File: src/h2r_pkg.sv
// Shared types, field widths, lane codes and the gamma table for the HSL to RGB converter.
`default_nettype none

package h2r_pkg;

  // Field widths of one pixel in and one pixel out
  localparam int HUE_W       = 9;
  localparam int SAT_W       = 8;
  localparam int LUM_W       = 8;
  localparam int CH_W        = 8;
  localparam int IN_TDATA_W  = 32;
  localparam int OUT_TDATA_W = 24;

  // Extra shift of the reciprocal constants; keeps the divide-by-constant exact
  localparam int RECIP_SH = 18;

  // Hue offset applied by a channel lane
  typedef logic [1:0] shift_t;
  localparam shift_t SHIFT_NONE = 2'd0;
  localparam shift_t SHIFT_UP   = 2'd1;
  localparam shift_t SHIFT_DOWN = 2'd2;

  // Per-stage advance enables, stage 1 in the lowest bit
  typedef struct packed {
    logic s7;
    logic s6;
    logic s5;
    logic s4;
    logic s3;
    logic s2;
    logic s1;
  } stage_en_t;

  typedef logic [CH_W-1:0] chan_t;

  localparam chan_t GAMMA_LUT [256] = '{
      8'd0,   8'd1,   8'd1,   8'd2,   8'd2,   8'd2,   8'd2,   8'd2,
      8'd2,   8'd3,   8'd3,   8'd3,   8'd3,   8'd3,   8'd3,   8'd3,
      8'd3,   8'd3,   8'd3,   8'd3,   8'd3,   8'd3,   8'd3,   8'd4,
      8'd4,   8'd4,   8'd4,   8'd4,   8'd4,   8'd4,   8'd4,   8'd4,
      8'd4,   8'd4,   8'd4,   8'd5,   8'd5,   8'd5,   8'd5,   8'd5,
      8'd5,   8'd5,   8'd5,   8'd5,   8'd5,   8'd6,   8'd6,   8'd6,
      8'd6,   8'd6,   8'd6,   8'd6,   8'd6,   8'd7,   8'd7,   8'd7,
      8'd7,   8'd7,   8'd7,   8'd7,   8'd8,   8'd8,   8'd8,   8'd8,
      8'd8,   8'd8,   8'd9,   8'd9,   8'd9,   8'd9,   8'd9,   8'd9,
      8'd10,  8'd10,  8'd10,  8'd10,  8'd10,  8'd11,  8'd11,  8'd11,
      8'd11,  8'd11,  8'd12,  8'd12,  8'd12,  8'd12,  8'd12,  8'd13,
      8'd13,  8'd13,  8'd13,  8'd14,  8'd14,  8'd14,  8'd14,  8'd15,
      8'd15,  8'd15,  8'd16,  8'd16,  8'd16,  8'd16,  8'd17,  8'd17,
      8'd17,  8'd18,  8'd18,  8'd18,  8'd19,  8'd19,  8'd19,  8'd20,
      8'd20,  8'd20,  8'd21,  8'd21,  8'd22,  8'd22,  8'd22,  8'd23,
      8'd23,  8'd24,  8'd24,  8'd25,  8'd25,  8'd25,  8'd26,  8'd26,
      8'd27,  8'd27,  8'd28,  8'd28,  8'd29,  8'd29,  8'd30,  8'd30,
      8'd31,  8'd32,  8'd32,  8'd33,  8'd33,  8'd34,  8'd35,  8'd35,
      8'd36,  8'd36,  8'd37,  8'd38,  8'd38,  8'd39,  8'd40,  8'd40,
      8'd41,  8'd42,  8'd43,  8'd43,  8'd44,  8'd45,  8'd46,  8'd47,
      8'd48,  8'd48,  8'd49,  8'd50,  8'd51,  8'd52,  8'd53,  8'd54,
      8'd55,  8'd56,  8'd57,  8'd58,  8'd59,  8'd60,  8'd61,  8'd62,
      8'd63,  8'd64,  8'd65,  8'd66,  8'd68,  8'd69,  8'd70,  8'd71,
      8'd73,  8'd74,  8'd75,  8'd76,  8'd78,  8'd79,  8'd81,  8'd82,
      8'd83,  8'd85,  8'd86,  8'd88,  8'd90,  8'd91,  8'd93,  8'd94,
      8'd96,  8'd98,  8'd99,  8'd101, 8'd103, 8'd105, 8'd107, 8'd109,
      8'd110, 8'd112, 8'd114, 8'd116, 8'd118, 8'd121, 8'd123, 8'd125,
      8'd127, 8'd129, 8'd132, 8'd134, 8'd136, 8'd139, 8'd141, 8'd144,
      8'd146, 8'd149, 8'd151, 8'd154, 8'd157, 8'd159, 8'd162, 8'd165,
      8'd168, 8'd171, 8'd174, 8'd177, 8'd180, 8'd183, 8'd186, 8'd190,
      8'd193, 8'd196, 8'd200, 8'd203, 8'd207, 8'd211, 8'd214, 8'd218,
      8'd222, 8'd226, 8'd230, 8'd234, 8'd238, 8'd242, 8'd248, 8'd255
  };

endpackage

`default_nettype wire

File: src/h2r_front.sv
// Front end: normalize hue, saturation and lightness, then form m1 and m2 - m1.
`default_nettype none

module h2r_front #(
  parameter int FRAC_BITS = 16
) (
  input  logic                           clk,
  input  h2r_pkg::stage_en_t             en,
  input  logic [h2r_pkg::HUE_W-1:0]      hue_deg,
  input  logic [h2r_pkg::SAT_W-1:0]      saturation,
  input  logic [h2r_pkg::LUM_W-1:0]      lightness,
  output logic [FRAC_BITS:0]             nhue_s2,
  output logic signed [FRAC_BITS+2:0]    m1_s3,
  output logic signed [FRAC_BITS+2:0]    d_s3
);
  import h2r_pkg::*;

  localparam int NW = FRAC_BITS + 1;
  localparam int MW = FRAC_BITS + 3;
  localparam int PW = FRAC_BITS + RECIP_SH + HUE_W;
  localparam longint unsigned SCALE     = 64'd1 << (FRAC_BITS + RECIP_SH);
  localparam longint unsigned RECIP_360 = (SCALE + 64'd359) / 64'd360;
  localparam longint unsigned RECIP_255 = (SCALE + 64'd254) / 64'd255;

  // Stage 1: x * ONE / k as x times a rounded-up reciprocal
  logic [PW-1:0] hue_prod, sat_prod, lum_prod;
  logic [NW-1:0] nhue_r, nsat_r, nlum_r;
  logic          lhi_r;

  assign hue_prod = PW'(hue_deg) * PW'(RECIP_360);
  assign sat_prod = PW'(saturation) * PW'(RECIP_255);
  assign lum_prod = PW'(lightness) * PW'(RECIP_255);

  always_ff @(posedge clk) begin
    if (en.s1) begin
      nhue_r <= hue_prod[RECIP_SH +: NW];
      nsat_r <= sat_prod[RECIP_SH +: NW];
      nlum_r <= lum_prod[RECIP_SH +: NW];
      lhi_r  <= lightness[LUM_W-1];
    end
  end

  // Stage 2: lightness times saturation
  logic [2*NW-1:0] ls_prod;
  logic [NW-1:0]   p_r, nsat_s2_r, nlum_s2_r, nhue_s2_r;
  logic            lhi_s2_r;

  assign ls_prod = nlum_r * nsat_r;

  always_ff @(posedge clk) begin
    if (en.s2) begin
      p_r       <= ls_prod[FRAC_BITS +: NW];
      nsat_s2_r <= nsat_r;
      nlum_s2_r <= nlum_r;
      nhue_s2_r <= nhue_r;
      lhi_s2_r  <= lhi_r;
    end
  end

  assign nhue_s2 = nhue_s2_r;

  // Stage 3: m2, m1 and the ramp span
  logic signed [MW-1:0] lum_x, sat_x, p_x, m2, m1_nxt, d_nxt;
  logic signed [MW-1:0] m1_r, d_r;

  always_comb begin
    lum_x  = $signed(MW'(nlum_s2_r));
    sat_x  = $signed(MW'(nsat_s2_r));
    p_x    = $signed(MW'(p_r));
    m2     = lhi_s2_r ? (lum_x + sat_x - p_x) : (lum_x + p_x);
    m1_nxt = (lum_x <<< 1) - m2;
    d_nxt  = m2 - m1_nxt;
  end

  always_ff @(posedge clk) begin
    if (en.s3) begin
      m1_r <= m1_nxt;
      d_r  <= d_nxt;
    end
  end

  assign m1_s3 = m1_r;
  assign d_s3  = d_r;

endmodule

`default_nettype wire

File: src/h2r_lane.sv
// One color channel: hue wrap and ramp segment, ramp product, byte scaling.
`default_nettype none

module h2r_lane #(
  parameter int FRAC_BITS = 16
) (
  input  logic                        clk,
  input  h2r_pkg::stage_en_t          en,
  input  h2r_pkg::shift_t             shift,
  input  logic [FRAC_BITS:0]          nhue,
  input  logic signed [FRAC_BITS+2:0] m1,
  input  logic signed [FRAC_BITS+2:0] d,
  output h2r_pkg::chan_t              chan
);
  import h2r_pkg::*;

  localparam int HW  = FRAC_BITS + 4;
  localparam int FW  = FRAC_BITS + 2;
  localparam int MW  = FRAC_BITS + 3;
  localparam int PRW = MW + FW;
  localparam int CW  = FRAC_BITS + 6;
  localparam int BW  = CW + 8;
  localparam longint ONE_L = 64'sd1 <<< FRAC_BITS;
  localparam logic signed [HW-1:0] ONE        = HW'(ONE_L);
  localparam logic signed [HW-1:0] TWO_ONE    = HW'(2 * ONE_L);
  localparam logic signed [HW-1:0] THIRD      = HW'(ONE_L / 3);
  localparam logic signed [HW-1:0] TWO_THIRDS = HW'((2 * ONE_L) / 3);

  // Stage 3: wrap hue once, pick the ramp weight (ONE on the flat top, 0 on the floor)
  logic signed [HW-1:0] h, h6, tt, tt6;
  logic signed [FW-1:0] factor_nxt, factor_r;

  always_comb begin
    h = $signed(HW'(nhue));
    case (shift)
      SHIFT_UP:   h = h + THIRD;
      SHIFT_DOWN: h = h - THIRD;
      default:    ;
    endcase
    if (h < 0) h = h + ONE;
    if (h > ONE) h = h - ONE;
    h6  = (h <<< 2) + (h <<< 1);
    tt  = TWO_THIRDS - h;
    tt6 = (tt <<< 2) + (tt <<< 1);
    if (h6 < ONE) begin
      factor_nxt = FW'(h6);
    end else if ((h <<< 1) < ONE) begin
      factor_nxt = FW'(ONE);
    end else if ((h <<< 1) + h < TWO_ONE) begin
      factor_nxt = FW'(tt6);
    end else begin
      factor_nxt = '0;
    end
  end

  always_ff @(posedge clk) begin
    if (en.s3) begin
      factor_r <= factor_nxt;
    end
  end

  // Stage 4: span times weight
  logic signed [PRW-1:0] prod_nxt, prod_r;
  logic signed [MW-1:0]  m1_s4_r;

  assign prod_nxt = PRW'(d) * PRW'(factor_r);

  always_ff @(posedge clk) begin
    if (en.s4) begin
      prod_r  <= prod_nxt;
      m1_s4_r <= m1;
    end
  end

  // Stage 5: scale down toward zero and add the floor
  logic signed [PRW-1:0] prod_neg, prod_sd;
  logic signed [CW-1:0]  ch_nxt, ch_r;

  always_comb begin
    prod_neg = -prod_r;
    prod_sd  = (prod_r < 0) ? -(prod_neg >>> FRAC_BITS) : (prod_r >>> FRAC_BITS);
    ch_nxt   = CW'(m1_s4_r) + CW'(prod_sd);
  end

  always_ff @(posedge clk) begin
    if (en.s5) begin
      ch_r <= ch_nxt;
    end
  end

  // Stage 6: times 255, scale down toward zero, clamp to a byte
  logic signed [BW-1:0] w, w_neg, w_sd;
  chan_t                byte_nxt, byte_r;

  always_comb begin
    w     = (BW'(ch_r) <<< 8) - BW'(ch_r);
    w_neg = -w;
    w_sd  = (w < 0) ? -(w_neg >>> FRAC_BITS) : (w >>> FRAC_BITS);
    if (w_sd < 0) begin
      byte_nxt = '0;
    end else if (w_sd > 255) begin
      byte_nxt = '1;
    end else begin
      byte_nxt = w_sd[CH_W-1:0];
    end
  end

  always_ff @(posedge clk) begin
    if (en.s6) begin
      byte_r <= byte_nxt;
    end
  end

  assign chan = byte_r;

endmodule

`default_nettype wire

File: src/hsl_to_rgb_converter.sv
// Top level of the HSL to RGB converter: stream handshake, stage control, gray path, gamma.
//
//   channel | dir | handshake               | payload
//   --------+-----+-------------------------+-------------------------------------------
//   in_     | in  | in_tvalid / in_tready   | in_tdata: hue_deg, saturation, lightness
//   out_    | out | out_tvalid / out_tready | out_tdata: red, green, blue
//   cfg_    | in  | cfg_valid / cfg_ready   | cfg_data: gamma_enable
//
// Seven register stages; one beat enters per clock when the output side never stalls.
// Stage 1 normalizes by reciprocal multiply, stage 2 multiplies lightness by saturation,
// stage 3 forms m1/m2 and the three ramp weights, stage 4 runs the per-channel ramp
// multiply, stages 5-6 scale to a clamped byte, stage 7 applies gray and gamma and holds
// the output beat.
// Reset clears the stage valid bits and gamma_enable; payload registers are not reset.
// A stage holds while its successor is full and stalled; empty stages keep filling, so
// bubbles close up and nothing is dropped or repeated. cfg_ready is always high.
`default_nettype none

module hsl_to_rgb_converter #(
  parameter int FRAC_BITS = 16
) (
  input  logic                              clk,
  input  logic                              rst_n,
  input  logic                              in_tvalid,
  output logic                              in_tready,
  // [8:0] hue_deg, [16:9] saturation, [24:17] lightness, [31:25] zero
  input  logic [h2r_pkg::IN_TDATA_W-1:0]    in_tdata,
  output logic                              out_tvalid,
  input  logic                              out_tready,
  // [7:0] red, [15:8] green, [23:16] blue
  output logic [h2r_pkg::OUT_TDATA_W-1:0]   out_tdata,
  input  logic                              cfg_valid,
  output logic                              cfg_ready,
  input  logic                              cfg_data
);
  import h2r_pkg::*;

  localparam int NSTG = 7;

  // Unpack the input beat
  logic [HUE_W-1:0] in_hue;
  logic [SAT_W-1:0] in_sat;
  logic [LUM_W-1:0] in_lum;

  assign in_hue = in_tdata[HUE_W-1:0];
  assign in_sat = in_tdata[HUE_W +: SAT_W];
  assign in_lum = in_tdata[HUE_W+SAT_W +: LUM_W];

  // Stage control: advance a stage when it is empty or its successor advances
  logic [NSTG-1:0] vld_r, vld_nxt, en_v;
  stage_en_t       en;

  always_comb begin
    en_v[NSTG-1] = !vld_r[NSTG-1] || out_tready;
    for (int k = NSTG - 2; k >= 0; k--) begin
      en_v[k] = !vld_r[k] || en_v[k+1];
    end
    vld_nxt[0] = en_v[0] ? in_tvalid : vld_r[0];
    for (int k = 1; k < NSTG; k++) begin
      vld_nxt[k] = en_v[k] ? vld_r[k-1] : vld_r[k];
    end
  end

  assign en = stage_en_t'(en_v);

  always_ff @(posedge clk) begin
    if (!rst_n) begin
      vld_r <= '0;
    end else begin
      vld_r <= vld_nxt;
    end
  end

  assign in_tready  = en_v[0];
  assign out_tvalid = vld_r[NSTG-1];

  // Configuration: gamma enable, written at any time
  logic gamma_en_r;

  assign cfg_ready = 1'b1;

  always_ff @(posedge clk) begin
    if (!rst_n) begin
      gamma_en_r <= 1'b0;
    end else if (cfg_valid && cfg_ready) begin
      gamma_en_r <= cfg_data;
    end
  end

  // Gray flag and lightness ride along stages 1 to 6
  logic             gray_r [NSTG-1];
  logic [LUM_W-1:0] lum_r  [NSTG-1];

  always_ff @(posedge clk) begin
    if (en_v[0]) begin
      gray_r[0] <= (in_sat == '0);
      lum_r[0]  <= in_lum;
    end
    for (int k = 1; k < NSTG - 1; k++) begin
      if (en_v[k]) begin
        gray_r[k] <= gray_r[k-1];
        lum_r[k]  <= lum_r[k-1];
      end
    end
  end

  // Shared front end and three channel lanes
  logic [FRAC_BITS:0]          nhue_s2;
  logic signed [FRAC_BITS+2:0] m1_s3, d_s3;
  chan_t                       red_s6, green_s6, blue_s6;

  h2r_front #(.FRAC_BITS(FRAC_BITS)) u_front (
    .clk        (clk),
    .en         (en),
    .hue_deg    (in_hue),
    .saturation (in_sat),
    .lightness  (in_lum),
    .nhue_s2    (nhue_s2),
    .m1_s3      (m1_s3),
    .d_s3       (d_s3)
  );

  h2r_lane #(.FRAC_BITS(FRAC_BITS)) u_lane_red (
    .clk   (clk),
    .en    (en),
    .shift (SHIFT_UP),
    .nhue  (nhue_s2),
    .m1    (m1_s3),
    .d     (d_s3),
    .chan  (red_s6)
  );

  h2r_lane #(.FRAC_BITS(FRAC_BITS)) u_lane_green (
    .clk   (clk),
    .en    (en),
    .shift (SHIFT_NONE),
    .nhue  (nhue_s2),
    .m1    (m1_s3),
    .d     (d_s3),
    .chan  (green_s6)
  );

  h2r_lane #(.FRAC_BITS(FRAC_BITS)) u_lane_blue (
    .clk   (clk),
    .en    (en),
    .shift (SHIFT_DOWN),
    .nhue  (nhue_s2),
    .m1    (m1_s3),
    .d     (d_s3),
    .chan  (blue_s6)
  );

  // Stage 7: replace with lightness on gray, then optional gamma; hold as output beat
  chan_t red_sel, green_sel, blue_sel;
  chan_t red_nxt, green_nxt, blue_nxt;
  chan_t red_r, green_r, blue_r;

  always_comb begin
    red_sel   = gray_r[NSTG-2] ? lum_r[NSTG-2] : red_s6;
    green_sel = gray_r[NSTG-2] ? lum_r[NSTG-2] : green_s6;
    blue_sel  = gray_r[NSTG-2] ? lum_r[NSTG-2] : blue_s6;
    red_nxt   = gamma_en_r ? GAMMA_LUT[red_sel]   : red_sel;
    green_nxt = gamma_en_r ? GAMMA_LUT[green_sel] : green_sel;
    blue_nxt  = gamma_en_r ? GAMMA_LUT[blue_sel]  : blue_sel;
  end

  always_ff @(posedge clk) begin
    if (en_v[NSTG-1]) begin
      red_r   <= red_nxt;
      green_r <= green_nxt;
      blue_r  <= blue_nxt;
    end
  end

  assign out_tdata = {blue_r, green_r, red_r};

  // Checks
  a_ready_when_unblocked: assert property (@(posedge clk) disable iff (!rst_n)
      (!out_tvalid || out_tready) |-> in_tready)
    else $error("input stalled although the output side is not blocked");

  a_accept_fills_stage1: assert property (@(posedge clk) disable iff (!rst_n)
      (in_tvalid && in_tready) |=> vld_r[0])
    else $error("accepted beat did not land in stage 1");

  a_last_stage_delivers: assert property (@(posedge clk) disable iff (!rst_n)
      (vld_r[NSTG-2] && en_v[NSTG-1]) |=> out_tvalid)
    else $error("beat advancing from stage 6 did not reach the output");

endmodule

`default_nettype wire
File: config.mk
export PLATFORM = sky130hd
export DESIGN_NAME = hsl_to_rgb_converter
export DESIGN_NICKNAME = d
export VERILOG_FILES = /design/src/h2r_pkg.sv /design/src/h2r_front.sv /design/src/h2r_lane.sv /design/src/hsl_to_rgb_converter.sv
export SDC_FILE = /design/constraint.sdc
export NUM_CORES = 2
export LEC_CHECK = 0
export BUFFER_PORTS_ARGS = -buffer_cell sky130_fd_sc_hd__buf_4
export CAP_MARGIN = 20
export CORE_MARGIN = 2
export CORE_UTILIZATION = 50
export CTS_BUF_LIST = sky130_fd_sc_hd__clkbuf_4 sky130_fd_sc_hd__clkbuf_8
export CTS_CLUSTER_SIZE = 24
export DETAILED_ROUTE_END_ITERATION = 12
export HOLD_SLACK_MARGIN = 0.15
export PLACE_DENSITY = 0.73
export SLEW_MARGIN = 20
export SYNTH_ARGS = -nofsm -noshare
export SYNTH_HDL_FRONTEND = slang
export SYNTH_SLANG_ARGS = --single-unit
File: constraint.sdc
create_clock -name clk -period 18.7 [get_ports clk]
set_input_delay 1.87 -clock clk [delete_from_list [all_inputs] [get_ports clk]]
set_output_delay 1.87 -clock clk [all_outputs]
set_load 0.01 [all_outputs]
# After elaboration in Yosys (flattened, before gate mapping)
# Memories as Yosys holds them, arrays and structs flattened.
# Index checks and enable logic that the tools add are counted.
op_classes:
  add_sub_neg: 43
  mul: 7
  n_lt_le_gt_ge: 30
  mux: 49
  bitwise_logic: 3
  n_reduce_logical: 15
op_table:
  columns: ["cell", "count"]
  rows:
  - ["less-than comparator 30 x 1 -> 1 bit (second input constant)", 6]
  - ["2-to-1 mux 18 bit", 9]
  - ["adder 20 bit", 6]
  - ["less-than comparator 20 x 18 -> 1 bit (second input constant)", 6]
  - ["2-to-1 mux 20 bit", 6]
  - ["2-to-1 mux 8 bit", 15]
  - ["less-than comparator 37 x 1 -> 1 bit (second input constant)", 3]
  - ["multiplier 19 x 18 -> 37 bit", 3]
  - ["negator 37 bit", 3]
  - ["greater-than comparator 30 x 9 -> 1 bit (second input constant)", 3]
  - ["2-to-1 mux 30 bit", 3]
  - ["negator 14 -> 30 bit", 3]
  - ["negator 30 bit", 3]
  - ["subtractor 30 x 22 -> 30 bit", 3]
  - ["multiplier 8 x 27 -> 35 bit (second input constant)", 2]
  - ["adder 19 x 22 -> 22 bit", 3]
  - ["2-to-1 mux 22 bit", 3]
  - ["negator 21 -> 22 bit", 3]
  - ["greater-than comparator 20 x 18 -> 1 bit (second input constant)", 3]
  - ["less-than comparator 20 x 19 -> 1 bit (second input constant)", 3]
  - ["subtractor 20 x 18 -> 20 bit (second input constant)", 3]
  - ["adder 18 bit", 3]
  - ["subtractor 17 bit (first input constant)", 3]
  - ["subtractor 19 bit", 2]
  - ["other kinds (19)", 47]
totals:
  ff_bits: 465
  ramBits: 54
  rom_bits: 6144
  output_inout_bits: 27
  wordCells: 187
  memories: 5
memory_table:
  columns: ["memory", "depth", "width", "rd", "rd_ports_with_merged_regs", "write_ports", "line_no", "rtl"]
  rows:
  - ["(no name shown)", 256, 8, 1, 0, 0, "hsl_to_rgb_converter.sv:164", "blue_nxt = gamma_en_r ? GAMMA_LUT[blue_sel] : blue_sel;"]
  - ["(no name shown)", 256, 8, 1, 0, 0, "hsl_to_rgb_converter.sv:163", "green_nxt = gamma_en_r ? GAMMA_LUT[green_sel] : green_sel;"]
  - ["(no name shown)", 256, 8, 1, 0, 0, "hsl_to_rgb_converter.sv:162", "red_nxt = gamma_en_r ? GAMMA_LUT[red_sel] : red_sel;"]
  - ["lum_r", 6, 8, 6, 0, 6, "hsl_to_rgb_converter.sv:92", "logic [LUM_W-1:0] lum_r [NSTG-1];"]
  - ["gray_r", 6, 1, 6, 0, 6, "hsl_to_rgb_converter.sv:91", "logic gray_r [NSTG-1];"]

# Depth between registers and ports, before layout
logic_depth:
  depth_word: 10
  mapped_depth: 32

# Hierarchy
# Synthesis repeated with hierarchy kept, for this count alone.
hier_totals:
  hier_cells: 10567
  area_unflattened_um2: 96391.2
by_module_without_submodules:
  columns: ["module", "n_inst", "cells_each", "area_per_inst_um2", "seq_area_each_um2"]
  rows:
  - ["h2r_lane (u_lane_blue)", 1, 2505, 22660.5, 3062.9]
  - ["h2r_lane (u_lane_red)", 1, 2494, 22630.5, 3062.9]
  - ["h2r_lane (u_lane_green)", 1, 2490, 22479.1, 3062.9]
  - ["h2r_front", 1, 2037, 20302.0, 4624.4]
  - ["hsl_to_rgb_converter", 1, 1041, 8319.2, 2502.4]

# Least setup slack after synthesis
# Ideal clock, no wire load.
synth_timing:
  path_type: "register to register"
  from: "register u_front.nlum_s2_r[0]"
  to: "register u_front.d_r[18], in the netlist u_front.d_s3[18] (data pin)"
  t_arrival_ns: 6.545
  required_ns: 18.430
  slack_ns: 11.886
  path_stages_with_launch: 32
  path_buffers: 0
  period_less_slack_ns: 6.814
  path_cell_list: "edfxtp_1 ha_1 fa_1 a21o_1 a21oi_1 o21bai_1 a21oi_1 o21bai_1 a21oi_1 xnor2_1 ha_1 and2_1 a221oi_1 o21ai_0 xnor2_1 nand2_1 o21ai_0 ha_1 o21a_1 o31a_1 o41ai_1 a31oi_1 maj3_1 o21ai_0 a21boi_0 maj3_1 a21oi_1 xor2_1 ha_1 nor2_1 a311oi_1 xor2_1"
synth_via:
  elab_chain_cells: 5
synth_rtl:
  columns: ["element", "line_no", "rtl"]
  rows:
  - ["from (decl)", "h2r_front.sv:45", "logic [NW-1:0] p_r, nsat_s2_r, nlum_s2_r, nhue_s2_r;"]
  - ["from (signal assigned)", "h2r_front.sv:54", "nlum_s2_r <= nlum_r;"]
  - ["adder 17 x 17 -> 18 bit", "h2r_front.sv:70", "m2 = lhi_s2_r ? (lum_x + sat_x - p_x) : (lum_x + p_x);"]
  - ["subtractor 19 x 18 -> 19 bit", "h2r_front.sv:70", null]
  - ["2-to-1 mux 19 bit", "h2r_front.sv:70", null]
  - ["subtractor 19 bit", "h2r_front.sv:71", "m1_nxt = (lum_x <<< 1) - m2;"]
  - ["subtractor 19 bit *", "h2r_front.sv:72", "d_nxt = m2 - m1_nxt;"]
  - ["via u_front.d_nxt[18]", "h2r_front.sv:63", "logic signed [MW-1:0] lum_x, sat_x, p_x, m2, m1_nxt, d_nxt;"]
  - ["to (signal assigned)", "h2r_front.sv:78", "d_r <= d_nxt;"]
  - ["to (decl)", "h2r_front.sv:64", "logic signed [MW-1:0] m1_r, d_r;"]
# The timed path passes the listed nets; every way through them passes the cells marked *.
# A chain may end at the register's enable or synchronous reset.

# Final worst setup path
layout_timing:
  from: "register u_front.d_r[8], in the netlist u_front.d_s3[8]"
  to: "register u_lane_green.prod_r[35] (data pin)"
layout_via:
  elab_chain_cells: 1
layout_rtl:
  columns: ["element", "line_no", "rtl"]
  rows:
  - ["multiplier 19 x 18 -> 37 bit", "h2r_lane.sv:66", "assign prod_nxt = PRW'(d) * PRW'(factor_r);"]
  - ["via u_lane_green.prod_nxt[35]", "h2r_lane.sv:63", "logic signed [PRW-1:0] prod_nxt, prod_r;"]
  - ["to (signal assigned)", "h2r_lane.sv:70", "prod_r <= prod_nxt;"]
  - ["to (decl)", "h2r_lane.sv:63", null]
# The timed path passes the listed nets, and every way through them passes these cells.

==> impl_metrics.py <==
metrics = {
    "cts": {
        "htree_levels": 3,
        "clk_latency_ns": 0.88,
        "clockBufferDepth": 3,
        "cts-resized-gates": 0,
        "post-cts-setup-buffers": 0,
        "hold_buffers": 0,
        "cts_tree": "done",
        "clkSlewWorstSetupHoldPaths_ns": 0.07,
        "numCtsBuffers": 95,
        "clock_tree.root_cell": "clkbuf_8",
        "numClockSinks": 503,
    },
    "synth": {
        "ys_seq_elements": 503,
        "synth-main-ff-cell": "edfxtp_1",
        "synth-edff-count": 495,
        "seq_area_frac_synth_pct": 16.7,
        "syn_avg_cell_area_um2": 9.11,
        "syn_inst": 9864,
        "synth-async-reset-ratio_pct": 0,
        "syn_area_mm2": 0.0899,
        "ys_warn_count": 0,
        "ys_types": 97,
    },
    "global_routing": {
        "grt_antenna_before_repair": 10,
        "grt_pass1_wl_mm": 372,
        "grt_max_degree": 76,
        "overflow": 0,
        "grt_pass1_vias": 73100,
        "grt_use_total_pct": 24.8,
    },
    "floorplan": {
        "dieArea_mm2": 0.183,
        "num_io_pins": 65,
        "placementRows": 155,
        "core_area_mm2": 0.178,
        "die_w_um": 428,
        "start_util_pct": 50.4,
        "dieHeight_um": 428,
    },
    "hold_path": {
        "hold_depth": 0,
        "holdCritPathClass": "flop to flop",
        "hold_end": "gray_r[1]",
        "hp-start": "gray_r[0]",
    },
    "route": {
        "vias_per_cell": 5.74,
        "wl_per_cell_um": 18.4,
        "wirelength_mm": 224,
        "route.vias.total": 70000,
        "drt_iter0_drc": 5242,
        "antenna_left": 0,
        "first_pass_iters": 6,
        "drcViolationCount": 0,
    },
    "critical_path": {
        "crit_fanout": 51,
        "r2r_slack_ns": 10.35,
        "critPathRequiredTime_ns": 19.30,
        "arrival_ns": 8.95,
        "r2r_end": "u_lane_green.prod_r[35]",
        "crit_type": "flop to flop",
        "r2r-start": "u_front.d_s3[8]",
        "crit_path_end_kind": "flop",
        "reg2regPathDepth": 22,
        "crit_path_start_kind": "flop",
    },
    "sta": {
        "slew_violations": 0,
        "finalCriticalPeriod_ns": 8.35,
        "fin_worst_skew_ns": 0.0691,
        "final.setup.tns_ns": 0,
        "hold_viol_final": 0,
        "slew_headroom_pct": 16.8,
        "fmax_mhz": 120,
        "tightest_slew_ns": 1.24,
        "final-setup-viol-count": 0,
        "grt_setup_unrepaired": "false",
        "post-route-period-util_pct": 44.7,
    },
    "layout": {
        "drive_gt1_share_pct": 3.93,
        "final_nets": 12000,
        "syn_to_final_growth_pct": 5.33,
        "num-fill-cells": 16000,
    },
    "job": {
        "drv_cap": 0,
    },
    "place": {
        "gp_congestion": 0.924,
        "io_buffers": 56,
        "hpwlAfterDp_mm": 174,
    },
    "run_status": {
        "outcome": "finished, final reports clean",
    },
}
==> cell usage after synthesis, types with 94 or more instances <==
cell	number	area, um2
inv_1	1613	6050
nor3_1	176	881
nand3_1	145	726
a21oi_1	423	2120
fa_1	1218	24400
edfxtp_1	495	14900
a211oi_1	94	706
a21o_1	111	833
o21ai_0	321	1610
nand2b_1	119	744
xor2_1	124	1090
ha_1	972	12200
and2_1	563	3520
clkbuf_1	355	1330
nor2_1	404	1520
xnor2_1	411	3600
nand2_1	1054	3960
==> routing by layer <==
metal,track usage [%],vias up,share of wire (%)
met3,4.00,518,7.0
met4,9.05,4,3.8
met2,41.9,2376,47
met1,32.0,34600,42
met5,0,-,0.011
li1,-,32400,-
==> how the worst max path moves through the flow <==
stage | startpoint | end | slack [ns] | depth (start not counted)
after CTS | u_front.d_s3[12] | u_lane_blue.prod_r[36] | 10.42 | 27
after global routing | u_front.d_s3[12] | u_lane_blue.prod_r[36] | 10.01 | 27
after floorplan | u_front.nlum_s2_r[0] | u_front.d_s3[18] | 11.89 | 31
after detailed placement | u_front.d_s3[8] | u_lane_green.prod_r[33] | 10.47 | 22
after global placement | u_front.d_s3[12] | u_lane_blue.prod_r[36] | 10.59 | 27
final | u_front.d_s3[8] | u_lane_green.prod_r[35] | 10.35 | 22
==> sequential cells by signal (all words and copies together) (netlist names), 17 cells and up <==
register,cells
u_lane_red.ch_r,22
u_front.p_r,17
u_lane_green.factor_r,17
lum_r,48
u_lane_green.ch_r,22
u_front.d_s3,18
u_lane_red.prod_r,35
u_lane_blue.prod_r,35
u_front.nhue_s2,17
u_front.m1_s3,19
u_lane_blue.ch_r,22
u_lane_green.prod_r,35
u_lane_blue.m1_s4_r,19
u_front.nhue_r,17
u_lane_blue.factor_r,17
u_lane_red.factor_r,17
==> placed cells by master (no fill, tap or decap), types with 25 or more instances in the layout <==
cell type / count
a211o_1: 29
a211oi_1: 94
a21boi_0: 26
a21o_1: 111
a21oi_1: 423
a31oi_1: 78
and2_1: 563
and3_1: 74
buf_4: 139
clkbuf_8: 95
conb_1: 28
edfxtp_1: 495
fa_1: 1218
ha_1: 972
inv_1: 1610
mux2i_1: 50
nand2_1: 1052
nand2b_1: 119
nand3_1: 145
nand4_1: 74
nor2_1: 404
nor2b_1: 54
nor3_1: 176
nor4_1: 46
o211ai_1: 71
o21a_1: 90
o21ai_0: 319
o21bai_1: 59
o22ai_1: 45
o31ai_1: 25
or2_2: 27
or3_1: 64
xnor2_1: 411
xor2_1: 124
==> worst max-delay path: stages, from the launching register on <==
cell,delay (ns)
edfxtp_1,0.33
buf_4,0.56
nand2_1,0.15
fa_1,0.53
inv_1,0.07
fa_1,0.53
inv_1,0.05
fa_1,0.48
fa_1,0.55
inv_1,0.05
fa_1,0.49
fa_1,0.42
ha_1,0.37
a21o_1,0.19
a21oi_1,0.21
nor3b_1,0.41
a31oi_1,0.21
o41ai_1,0.77
o21ai_0,0.41
o41ai_1,0.65
o211ai_1,0.31
a21oi_1,0.22
nor3b_1,0.07
==> layout make-up <==
class	count	area (um2)	area share, %
flip-flops and latches	503	15000	15.9
well taps	2355	2950	3.11
clock buffers	115	1460	1.54
inverters	1615	6070	6.41
repair buffers	139	1040	1.10
multi-input cells	7396	67500	71.3
diodes	3	7.51	0.00793
clock inverters	62	593	0.627
==> cell families (layout without fill, tap and decap cells) <==
family | count (synthesis) | after routing | synth area share [%]
simple gates | 2907 | 2907 | 16.0
fa+ha+maj | 2194 | 2194 | 40.7
buf+inv | 1991 | 1931 | 8.33
compound gates | 1663 | 1663 | 12.2
xor+xnor | 536 | 536 | 5.24
flops | 503 | 503 | 16.7
mux | 68 | 68 | 0.808
other cells | 2 | 31 | 0.00836
==> through the flow <==
stage          setup slack, ns  utilization, %  hold slack, ns  cell area, um2  std cells
2_1_floorplan            11.89               -           0.400           90000       9890
6_report                 10.35            53.0           0.390           94600      12200
4_1_cts                  10.42            53.0           0.385           94600      12200
3_5_place_dp             10.47            51.9           0.405           92600      12000
3_3_place_gp             10.59            51.9           0.401           92600      12000
5_1_grt                  10.01            53.0           0.390           94600      12200
Power is left out: the tool's default activity adds up to more than one toggle a clock period on the data nets, which glitch-free logic cannot reach.
